==> src/rtl/dbc_pkg.sv <==
// Shared types and constants for the button matrix debouncer.
// No dependencies; imported by every module of the block.
package dbc_pkg;

  localparam int MaxRows = 3;
  localparam int MaxCols = 8;
  localparam int CntW    = 4;
  localparam int ColW    = 4;
  localparam int EdgeW   = MaxRows * MaxCols;

  localparam logic [ColW-1:0] NoneCol    = 4'd8;
  localparam logic [CntW-1:0] LimitReset = 4'd5;

  typedef enum logic {
    OpScan  = 1'b0,
    OpClear = 1'b1
  } op_e;

  // One memory word: all counters and pressed flags of one row.
  typedef struct packed {
    logic [MaxCols-1:0][CntW-1:0] cnt;
    logic [MaxCols-1:0]           pressed;
  } row_state_t;

  // Updated row state plus the transitions of this tick.
  typedef struct packed {
    row_state_t         state;
    logic [MaxCols-1:0] press_edge;
    logic [MaxCols-1:0] rel_edge;
  } row_upd_t;

endpackage

==> src/rtl/dbc_row_mem.sv <==
// Row state memory: one word per row, registered read, write-to-read forwarding.
// Valid bits make unwritten rows read as all zero. Depends on dbc_pkg.
module dbc_row_mem #(
  parameter int DEPTH = 3,
  parameter int AW    = 2
) (
  input  logic                clk_i,
  input  logic                rst_ni,
  input  logic                re_i,
  input  logic [AW-1:0]       raddr_i,
  output dbc_pkg::row_state_t rdata_o,
  input  logic                we_i,
  input  logic [AW-1:0]       waddr_i,
  input  dbc_pkg::row_state_t wdata_i
);
  import dbc_pkg::*;

  row_state_t       mem_q [DEPTH];
  row_state_t       rd_data_q;
  logic [DEPTH-1:0] vld_q;
  logic             rd_ok_q;
  logic             same_addr;

  assign same_addr = we_i && (waddr_i == raddr_i);

  always_ff @(posedge clk_i) begin
    if (we_i) begin
      mem_q[waddr_i] <= wdata_i;
    end
    if (re_i) begin
      rd_data_q <= same_addr ? wdata_i : mem_q[raddr_i];
    end
  end

  always_ff @(posedge clk_i or negedge rst_ni) begin
    if (!rst_ni) begin
      vld_q   <= '0;
      rd_ok_q <= 1'b0;
    end else begin
      if (we_i) begin
        vld_q[waddr_i] <= 1'b1;
      end
      if (re_i) begin
        rd_ok_q <= vld_q[raddr_i] || same_addr;
      end
    end
  end

  assign rdata_o = rd_ok_q ? rd_data_q : '0;

endmodule

==> src/rtl/dbc_row_update.sv <==
// Integrating counter update for one row of buttons, plus edge detection.
// Purely combinational. Depends on dbc_pkg.
module dbc_row_update (
  input  dbc_pkg::row_state_t                  state_i,
  input  logic [dbc_pkg::MaxCols-1:0]          raw_i,
  input  logic [dbc_pkg::CntW-1:0]             limit_i,
  input  logic [dbc_pkg::MaxCols-1:0]          col_en_i,
  output dbc_pkg::row_upd_t                    upd_o
);
  import dbc_pkg::*;

  always_comb begin
    logic [CntW:0]   inc;
    logic [CntW-1:0] cnt;
    upd_o = '0;
    upd_o.state = state_i;
    for (int c = 0; c < MaxCols; c++) begin
      inc = {1'b0, state_i.cnt[c]} + (CntW+1)'(1);
      if (!raw_i[c]) begin
        // button down: count up, clamp at limit (also pulls down a stale high count)
        cnt = (inc > {1'b0, limit_i}) ? limit_i : inc[CntW-1:0];
      end else if (state_i.cnt[c] != '0) begin
        cnt = state_i.cnt[c] - CntW'(1);
      end else begin
        cnt = '0;
      end
      if (col_en_i[c]) begin
        upd_o.state.cnt[c] = cnt;
        if (cnt == limit_i) begin
          upd_o.press_edge[c]    = !state_i.pressed[c];
          upd_o.state.pressed[c] = 1'b1;
        end else if (cnt == '0) begin
          upd_o.rel_edge[c]      = state_i.pressed[c];
          upd_o.state.pressed[c] = 1'b0;
        end
      end
    end
  end

endmodule

==> src/rtl/button_matrix_debouncer.sv <==
// Button matrix debouncer: top level with row sequencer and result assembly.
// Depends on dbc_pkg, dbc_row_mem and dbc_row_update.
//
// Each input transfer carries one scan tick (raw active-low levels of every
// row) or a clear of the last-pressed record. Every button has a 4-bit
// integrating counter that counts up while the pin is low and down while it
// is high, saturating at 0 and at debounce_limit (0 acts as 1); reaching the
// limit marks the button pressed, reaching 0 marks it released. Counters and
// pressed flags live in a small synchronous memory, one word per row. An item
// is walked row by row: each row word is read from the memory, then updated
// and written back, and the row results are gathered for the output
// register; a new item is taken as soon as the last row of the last one is
// read. The output register decouples the sides: a new item is taken while a
// finished result waits. The limit register may only be written while the
// block is idle. Reset clears the memory through per-row valid bits, so no
// clearing pass is needed.
module button_matrix_debouncer #(
  parameter int ROWS    = 3,
  parameter int COLUMNS = 8
) (
  input  logic                         clk_i,
  input  logic                         rst_ni,
  // configuration
  input  logic                         cfg_we_i,
  input  logic [dbc_pkg::CntW-1:0]     cfg_wdata_i,
  // input channel
  input  logic                         in_valid_i,
  output logic                         in_stall_o,
  input  logic                         operation_i,
  input  logic [dbc_pkg::MaxCols-1:0]  row0_raw_i,
  input  logic [dbc_pkg::MaxCols-1:0]  row1_raw_i,
  input  logic [dbc_pkg::MaxCols-1:0]  row2_raw_i,
  // output channel
  output logic                         out_valid_o,
  input  logic                         out_stall_i,
  output logic [dbc_pkg::MaxCols-1:0]  row0_pressed_o,
  output logic [dbc_pkg::MaxCols-1:0]  row1_pressed_o,
  output logic [dbc_pkg::MaxCols-1:0]  row2_pressed_o,
  output logic [dbc_pkg::ColW-1:0]     row0_count_o,
  output logic [dbc_pkg::ColW-1:0]     row1_count_o,
  output logic [dbc_pkg::ColW-1:0]     row2_count_o,
  output logic [dbc_pkg::ColW-1:0]     row0_last_o,
  output logic [dbc_pkg::ColW-1:0]     row1_last_o,
  output logic [dbc_pkg::ColW-1:0]     row2_last_o,
  output logic                         new_press_o,
  output logic [dbc_pkg::EdgeW-1:0]    press_edges_o,
  output logic [dbc_pkg::EdgeW-1:0]    release_edges_o
);
  import dbc_pkg::*;

  localparam int RowW = (ROWS > 1) ? $clog2(ROWS) : 1;
  localparam logic [MaxCols-1:0] ColMask = MaxCols'((1 << COLUMNS) - 1);

  // ---------------------------------------------------------------------
  // Debounce limit register
  // ---------------------------------------------------------------------
  logic [CntW-1:0] limit_q;
  logic [CntW-1:0] limit_eff;

  always_ff @(posedge clk_i or negedge rst_ni) begin
    if (!rst_ni) begin
      limit_q <= LimitReset;
    end else if (cfg_we_i) begin
      limit_q <= cfg_wdata_i;
    end
  end

  assign limit_eff = (limit_q == '0) ? CntW'(1) : limit_q;

  // ---------------------------------------------------------------------
  // Pipeline control
  // ---------------------------------------------------------------------
  logic            s1_valid_q;
  logic [RowW-1:0] rd_row_q;
  logic            s1_op_q;
  logic [MaxCols-1:0] s1_raw_q [MaxRows];
  logic            s1_last;

  logic            s2_valid_q;
  logic [RowW-1:0] s2_row_q;
  logic            s2_op_q;
  logic [MaxCols-1:0] s2_raw_q;
  logic            s2_last;

  logic            out_valid_q;
  logic            adv;
  logic            in_acc;
  logic            out_load;

  assign s1_last  = (rd_row_q == RowW'(ROWS - 1));
  assign s2_last  = (s2_row_q == RowW'(ROWS - 1));
  // Everything freezes only when a finished item cannot enter the output reg.
  assign adv      = !(s2_valid_q && s2_last && out_valid_q && out_stall_i);
  assign in_stall_o = s1_valid_q && !(adv && s1_last);
  assign in_acc   = in_valid_i && !in_stall_o;
  assign out_load = adv && s2_valid_q && s2_last;

  // Stage 1: hold the item, issue one row read per cycle while the pipeline advances.
  always_ff @(posedge clk_i or negedge rst_ni) begin
    if (!rst_ni) begin
      s1_valid_q <= 1'b0;
      rd_row_q   <= '0;
    end else if (in_acc) begin
      s1_valid_q <= 1'b1;
      rd_row_q   <= '0;
    end else if (adv && s1_valid_q) begin
      if (s1_last) begin
        s1_valid_q <= 1'b0;
      end else begin
        rd_row_q <= rd_row_q + RowW'(1);
      end
    end
  end

  always_ff @(posedge clk_i) begin
    if (in_acc) begin
      s1_op_q     <= operation_i;
      s1_raw_q[0] <= row0_raw_i;
      s1_raw_q[1] <= row1_raw_i;
      s1_raw_q[2] <= row2_raw_i;
    end
  end

  // Stage 2: row word arrives from memory, update and write back.
  always_ff @(posedge clk_i or negedge rst_ni) begin
    if (!rst_ni) begin
      s2_valid_q <= 1'b0;
      s2_row_q   <= '0;
    end else if (adv) begin
      s2_valid_q <= s1_valid_q;
      if (s1_valid_q) begin
        s2_row_q <= rd_row_q;
      end
    end
  end

  always_ff @(posedge clk_i) begin
    if (adv && s1_valid_q) begin
      s2_op_q  <= s1_op_q;
      s2_raw_q <= s1_raw_q[rd_row_q];
    end
  end

  // ---------------------------------------------------------------------
  // Row state memory and counter update
  // ---------------------------------------------------------------------
  row_state_t rd_state;
  row_upd_t   upd;
  logic       is_scan;
  logic       mem_we;

  assign is_scan = (s2_op_q == OpScan);
  assign mem_we  = adv && s2_valid_q && is_scan;

  dbc_row_mem #(
    .DEPTH (ROWS),
    .AW    (RowW)
  ) u_mem (
    .clk_i   (clk_i),
    .rst_ni  (rst_ni),
    .re_i    (adv && s1_valid_q),
    .raddr_i (rd_row_q),
    .rdata_o (rd_state),
    .we_i    (mem_we),
    .waddr_i (s2_row_q),
    .wdata_i (upd.state)
  );

  dbc_row_update u_upd (
    .state_i  (rd_state),
    .raw_i    (s2_raw_q),
    .limit_i  (limit_eff),
    .col_en_i (ColMask),
    .upd_o    (upd)
  );

  // ---------------------------------------------------------------------
  // Last-pressed record and per-row result assembly
  // ---------------------------------------------------------------------
  logic [ColW-1:0]    last_q [MaxRows];
  logic [MaxCols-1:0] cur_mask, cur_press, cur_rel;
  logic [ColW-1:0]    cur_cnt, cur_last;

  logic [MaxCols-1:0] acc_pressed_q [MaxRows];
  logic [ColW-1:0]    acc_count_q   [MaxRows];
  logic [ColW-1:0]    acc_last_q    [MaxRows];
  logic [EdgeW-1:0]   acc_pe_q, acc_re_q;
  logic [MaxCols-1:0] acc_pressed_d [MaxRows];
  logic [ColW-1:0]    acc_count_d   [MaxRows];
  logic [ColW-1:0]    acc_last_d    [MaxRows];
  logic [EdgeW-1:0]   acc_pe_d, acc_re_d;

  always_comb begin
    // a clear reports the stored mask untouched and no transitions
    cur_mask  = is_scan ? upd.state.pressed : rd_state.pressed;
    cur_press = is_scan ? upd.press_edge : '0;
    cur_rel   = is_scan ? upd.rel_edge : '0;
    cur_cnt   = '0;
    for (int c = 0; c < MaxCols; c++) begin
      cur_cnt = cur_cnt + ColW'(cur_mask[c]);
    end
    if (!is_scan) begin
      cur_last = NoneCol;
    end else begin
      cur_last = last_q[s2_row_q];
      for (int c = 0; c < MaxCols; c++) begin
        if (cur_press[c]) begin
          cur_last = ColW'(c);  // highest column wins
        end
      end
    end
  end

  always_comb begin
    acc_pressed_d = acc_pressed_q;
    acc_count_d   = acc_count_q;
    acc_last_d    = acc_last_q;
    acc_pressed_d[s2_row_q] = cur_mask;
    acc_count_d[s2_row_q]   = cur_cnt;
    acc_last_d[s2_row_q]    = cur_last;
    acc_pe_d = ((s2_row_q == '0) ? '0 : acc_pe_q)
             | (EdgeW'(cur_press) << (s2_row_q * COLUMNS));
    acc_re_d = ((s2_row_q == '0) ? '0 : acc_re_q)
             | (EdgeW'(cur_rel) << (s2_row_q * COLUMNS));
  end

  always_ff @(posedge clk_i or negedge rst_ni) begin
    if (!rst_ni) begin
      for (int r = 0; r < MaxRows; r++) begin
        last_q[r] <= NoneCol;
      end
    end else if (adv && s2_valid_q) begin
      last_q[s2_row_q] <= cur_last;
    end
  end

  always_ff @(posedge clk_i) begin
    if (adv && s2_valid_q) begin
      acc_pressed_q <= acc_pressed_d;
      acc_count_q   <= acc_count_d;
      acc_last_q    <= acc_last_d;
      acc_pe_q      <= acc_pe_d;
      acc_re_q      <= acc_re_d;
    end
  end

  // ---------------------------------------------------------------------
  // Output register
  // ---------------------------------------------------------------------
  logic [MaxCols-1:0] out_pressed_q [MaxRows];
  logic [ColW-1:0]    out_count_q   [MaxRows];
  logic [ColW-1:0]    out_last_q    [MaxRows];
  logic [EdgeW-1:0]   out_pe_q, out_re_q;

  always_ff @(posedge clk_i or negedge rst_ni) begin
    if (!rst_ni) begin
      out_valid_q <= 1'b0;
    end else if (out_load) begin
      out_valid_q <= 1'b1;
    end else if (!out_stall_i) begin
      out_valid_q <= 1'b0;
    end
  end

  always_ff @(posedge clk_i) begin
    if (out_load) begin
      for (int r = 0; r < MaxRows; r++) begin
        // rows beyond ROWS report empty
        out_pressed_q[r] <= (r < ROWS) ? acc_pressed_d[r] : '0;
        out_count_q[r]   <= (r < ROWS) ? acc_count_d[r] : '0;
        out_last_q[r]    <= (r < ROWS) ? acc_last_d[r] : NoneCol;
      end
      out_pe_q <= acc_pe_d;
      out_re_q <= acc_re_d;
    end
  end

  assign out_valid_o     = out_valid_q;
  assign row0_pressed_o  = out_pressed_q[0];
  assign row1_pressed_o  = out_pressed_q[1];
  assign row2_pressed_o  = out_pressed_q[2];
  assign row0_count_o    = out_count_q[0];
  assign row1_count_o    = out_count_q[1];
  assign row2_count_o    = out_count_q[2];
  assign row0_last_o     = out_last_q[0];
  assign row1_last_o     = out_last_q[1];
  assign row2_last_o     = out_last_q[2];
  assign new_press_o     = |out_pe_q;
  assign press_edges_o   = out_pe_q;
  assign release_edges_o = out_re_q;

  // ---------------------------------------------------------------------
  // Assertions
  // ---------------------------------------------------------------------
  // Rows of one item go through stage 2 in order, one per advancing cycle.
  a_row_order: assert property (@(posedge clk_i) disable iff (!rst_ni)
    s2_valid_q && !s2_last && adv |=> s2_valid_q && (s2_row_q == $past(s2_row_q) + RowW'(1)))
    else $error("row sequence broken");

  // A button cannot press and release on the same tick.
  a_edges_disjoint: assert property (@(posedge clk_i) disable iff (!rst_ni)
    out_valid_o |-> ((press_edges_o & release_edges_o) == '0))
    else $error("press and release edges overlap");

  // No memory write while the pipeline is frozen.
  a_frozen_no_write: assert property (@(posedge clk_i) disable iff (!rst_ni)
    (out_valid_q && out_stall_i && s2_valid_q && s2_last) |-> !mem_we)
    else $error("row write while stalled");

  // A stalled output item keeps its edge masks.
  a_result_hold: assert property (@(posedge clk_i) disable iff (!rst_ni)
    out_valid_q && out_stall_i |=> out_valid_q && $stable(out_pe_q) && $stable(out_re_q))
    else $error("stalled result changed");

endmodule

==> config.mk <==
export PLATFORM = sky130hd
export DESIGN_NAME = button_matrix_debouncer
export DESIGN_NICKNAME = d
export VERILOG_FILES = /design/src/rtl/dbc_pkg.sv /design/src/rtl/dbc_row_mem.sv /design/src/rtl/dbc_row_update.sv /design/src/rtl/button_matrix_debouncer.sv
export SDC_FILE = /design/constraint.sdc
export NUM_CORES = 1
export LEC_CHECK = 0
export ABC_AREA = 1
export BUFFER_PORTS_ARGS = -buffer_cell sky130_fd_sc_hd__buf_2
export CORE_ASPECT_RATIO = 2
export CORE_UTILIZATION = 47
export DETAILED_ROUTE_END_ITERATION = 12
export SYNTH_ARGS = -nofsm -noshare
export SYNTH_HDL_FRONTEND = slang
export SYNTH_SLANG_ARGS = --single-unit
export TNS_END_PERCENT = 100
==> constraint.sdc <==
create_clock -name clk_i -period 15.6 [get_ports clk_i]
set_input_delay 3.12 -clock clk_i [delete_from_list [all_inputs] [get_ports clk_i]]
set_output_delay 3.12 -clock clk_i [all_outputs]
set_load 0.01 [all_outputs]
==> out/qor.yml <==
sta:
  fin_ws_ns: 7.99
  post-route-period-util: 0.488
  clock.fmax_mhz: 131
  finalSetupTns_ns: 0
  maxSlewViolCount: 0
  slew-limit-headroom: 0.197
  worstMarginPinSlew_ns: 1.20
  min_period_ns: 7.61
  rsz0062_at_grt: "false"
  hold_viol_final: 0
  skew_ns: 0.0168
  finalSetupViolCount: 0
layout:
  fillers: 3490
  seq_area_um2: 12300
  final_common_cell: "nand2_1"
  nets: 1994
  layout_common_cells: "nand2_1, edfxtp_1, buf_2"
  multi_input_area_um2: 6130
  area_growth_pct: 12.5
  antenna_cells: 0
  final_cells: 2465
  drive_gt1_frac: 0.167
clock_tree:
  insertion_delay_ns: 0.54
  clk_pin_slew_worst_paths_ns: 0.07
  clock_sinks: 413
  cts_buffers: 37
  post_cts_buffers: 0
  cts_buffer_depth: 3
  cts_tree: "built"
  clockRootBuffer: "clkbuf_16"
  htreeDepth: 2
  ctsHoldBuffers: 0
  ctsResizeCount: 0
global_routing:
  grt_pass1_wl_um: 77900
  grt_pass1_vias: 13800
  grt_overflow: 0
  grt_max_degree: 75
  grt_util_all_layers: 0.243
  grt_antenna_before_repair: 0
yosys:
  ys_seq_area_frac: 0.639
  synth_edf_count: 386
  syn_nets: 1869
  syn_inst: 1786
  yosysUniqueCellTypes: 59
  synthArstFlopShare: 0.0654
  yosys_warnings: 0
  syn_area_um2: 19200
  syn_area_per_cell_um2: 10.8
  synth-main-ff-cell: "edfxtp_1"
  ys_ff_latch: 413
hold_path:
  min_path_type: "reg -> reg"
route:
  route.detailed.drc: 0
  drt_iter0_drc: 884
  vias: 13600
  postRouteAntennaNets: 0
  first_pass_iters: 5
  routed_via_density: 5.51
  drt-wirelength-per-cell_um: 20.4
  wl_um: 50200
die:
  rows: 104
  io_pins: 133
  die_x_um: 145
  dieArea_um2: 41700
  design.core.area_um2: 40200
  die_h_um: 288
  start_util: 0.478
worst_setup_path:
  critPathMaxFanout: 4
  cp_data_required_time_ns: 12.48
  end_kind: "primary output"
  start_kind: "primary input"
  critPathKind: "in -> out"
  critical_path_arrival_ns: 4.49
place:
  routabilityCongestion: 0.859
  placedCellCount: 2402
  post-place-ws_ns: 8.03
  dp_hpwl_um: 33600
  io_buffers: 132
outcome:
  outcome: "complete, no violations"
flow_run:
  cap_violations: 0
[final cells by class]
type | count | share of cell area
flip-flops and latches | 413 | 0.568
repair buffers | 154 | 0.0382
well taps | 530 | 0.0307
multi-input cells | 1153 | 0.284
clock buffers | 46 | 0.0444
clock inverters | 17 | 0.00863
inverters | 152 | 0.0265
[cell usage after synthesis (all sizes together) (2+ instances only)]
cell	n	area, µm²
nor3	16	95.1
ha	45	563
nand3b	4	30.0
inv	149	559
xnor2	7	87.6
a22oi	4	30.0
nor4	11	68.8
edfxtp	386	11600
a31oi	10	68.8
o22ai	2	12.5
or2	5	31.3
clkinv	3	11.3
nand4	17	131
a21oi	58	290
o31ai	4	35.0
clkbuf	56	210
dfrtp	22	551
nand2	523	2080
nor2	90	365
a211oi	6	45.0
xor2	22	193
fa	4	80.1
o21ai	140	716
dfstp	5	131
o211ai	41	338
nand3	133	728
buf	12	81.3
[worst max-delay path: stages]
cell and delay, ns:
buf_2 0.08, nand2_1 0.05, nor3_1 0.57, inv_1 0.13, a21oi_1 0.33, buf_2 0.21
[through the flow]
step / utilization / hold WS [ns] / cell area [µm²]
after floorplan: - / 0.400 / 19200
after global placement: 0.509 / 0.428 / 20500
after detailed placement: 0.509 / 0.444 / 20500
after CTS: 0.537 / 0.460 / 21600
after global routing: 0.537 / 0.484 / 21600
final: 0.537 / 0.454 / 21600
[metal layers]
layer | up-vias | share of wire | global-route usage
met3 | 111 | 0.049 | 0.0319
met5 | - | 0 | 0
li1 | 6437 | - | -
met2 | 402 | 0.54 | 0.464
met1 | 6635 | 0.36 | 0.263
met4 | 0 | 0.045 | 0.117
[cell families after synthesis]
family / synth area share
compound gates: 0.0824
xor+xnor: 0.0146
fa+ha+maj: 0.0335
buf+inv: 0.0449
flops: 0.639
mux: 0.000586
simple gates: 0.185
[state kept, by name, indices dropped and copies added (netlist names), 24 cells and up]
name and cells:
release_edges_o 24, s1_raw_q 24, u_mem.rd_data_q 40, acc_pe_q 24, out_pressed_q 24, acc_re_q 24, acc_pressed_q 24, u_mem.mem_q 120
press_edges_o 24
[path summary, 6_finish.rpt]
| check | start | endpoint | slack [ns] | depth (start not counted) |
|---|---|---|---|---|
| setup / recovery | out_stall_i | in_stall_o | 7.99 | 6 |
| hold / removal | s1_op_q$_DFFE_PP_ | s2_op_q$_DFFE_PP_ | 0.45 | 0 |
| setup reg to reg | limit_q[2]$_DFFE_PN1P_ | acc_count_q[10]$_DFFE_PP_ | 8.24 | 27 |
| hold reg to reg | s1_op_q$_DFFE_PP_ | s2_op_q$_DFFE_PP_ | 0.45 | 0 |
| max in group asynchronous | rst_ni | u_mem.rd_ok_q$_DFFE_PN0P_ | 12.43 | 1 |
| min in group asynchronous | rst_ni | limit_q[1]$_DFFE_PN0P_ | 2.65 | 1 |
Power is not shown: default switching activity piles up to over one toggle a cycle in this logic, so the estimate is an artifact.
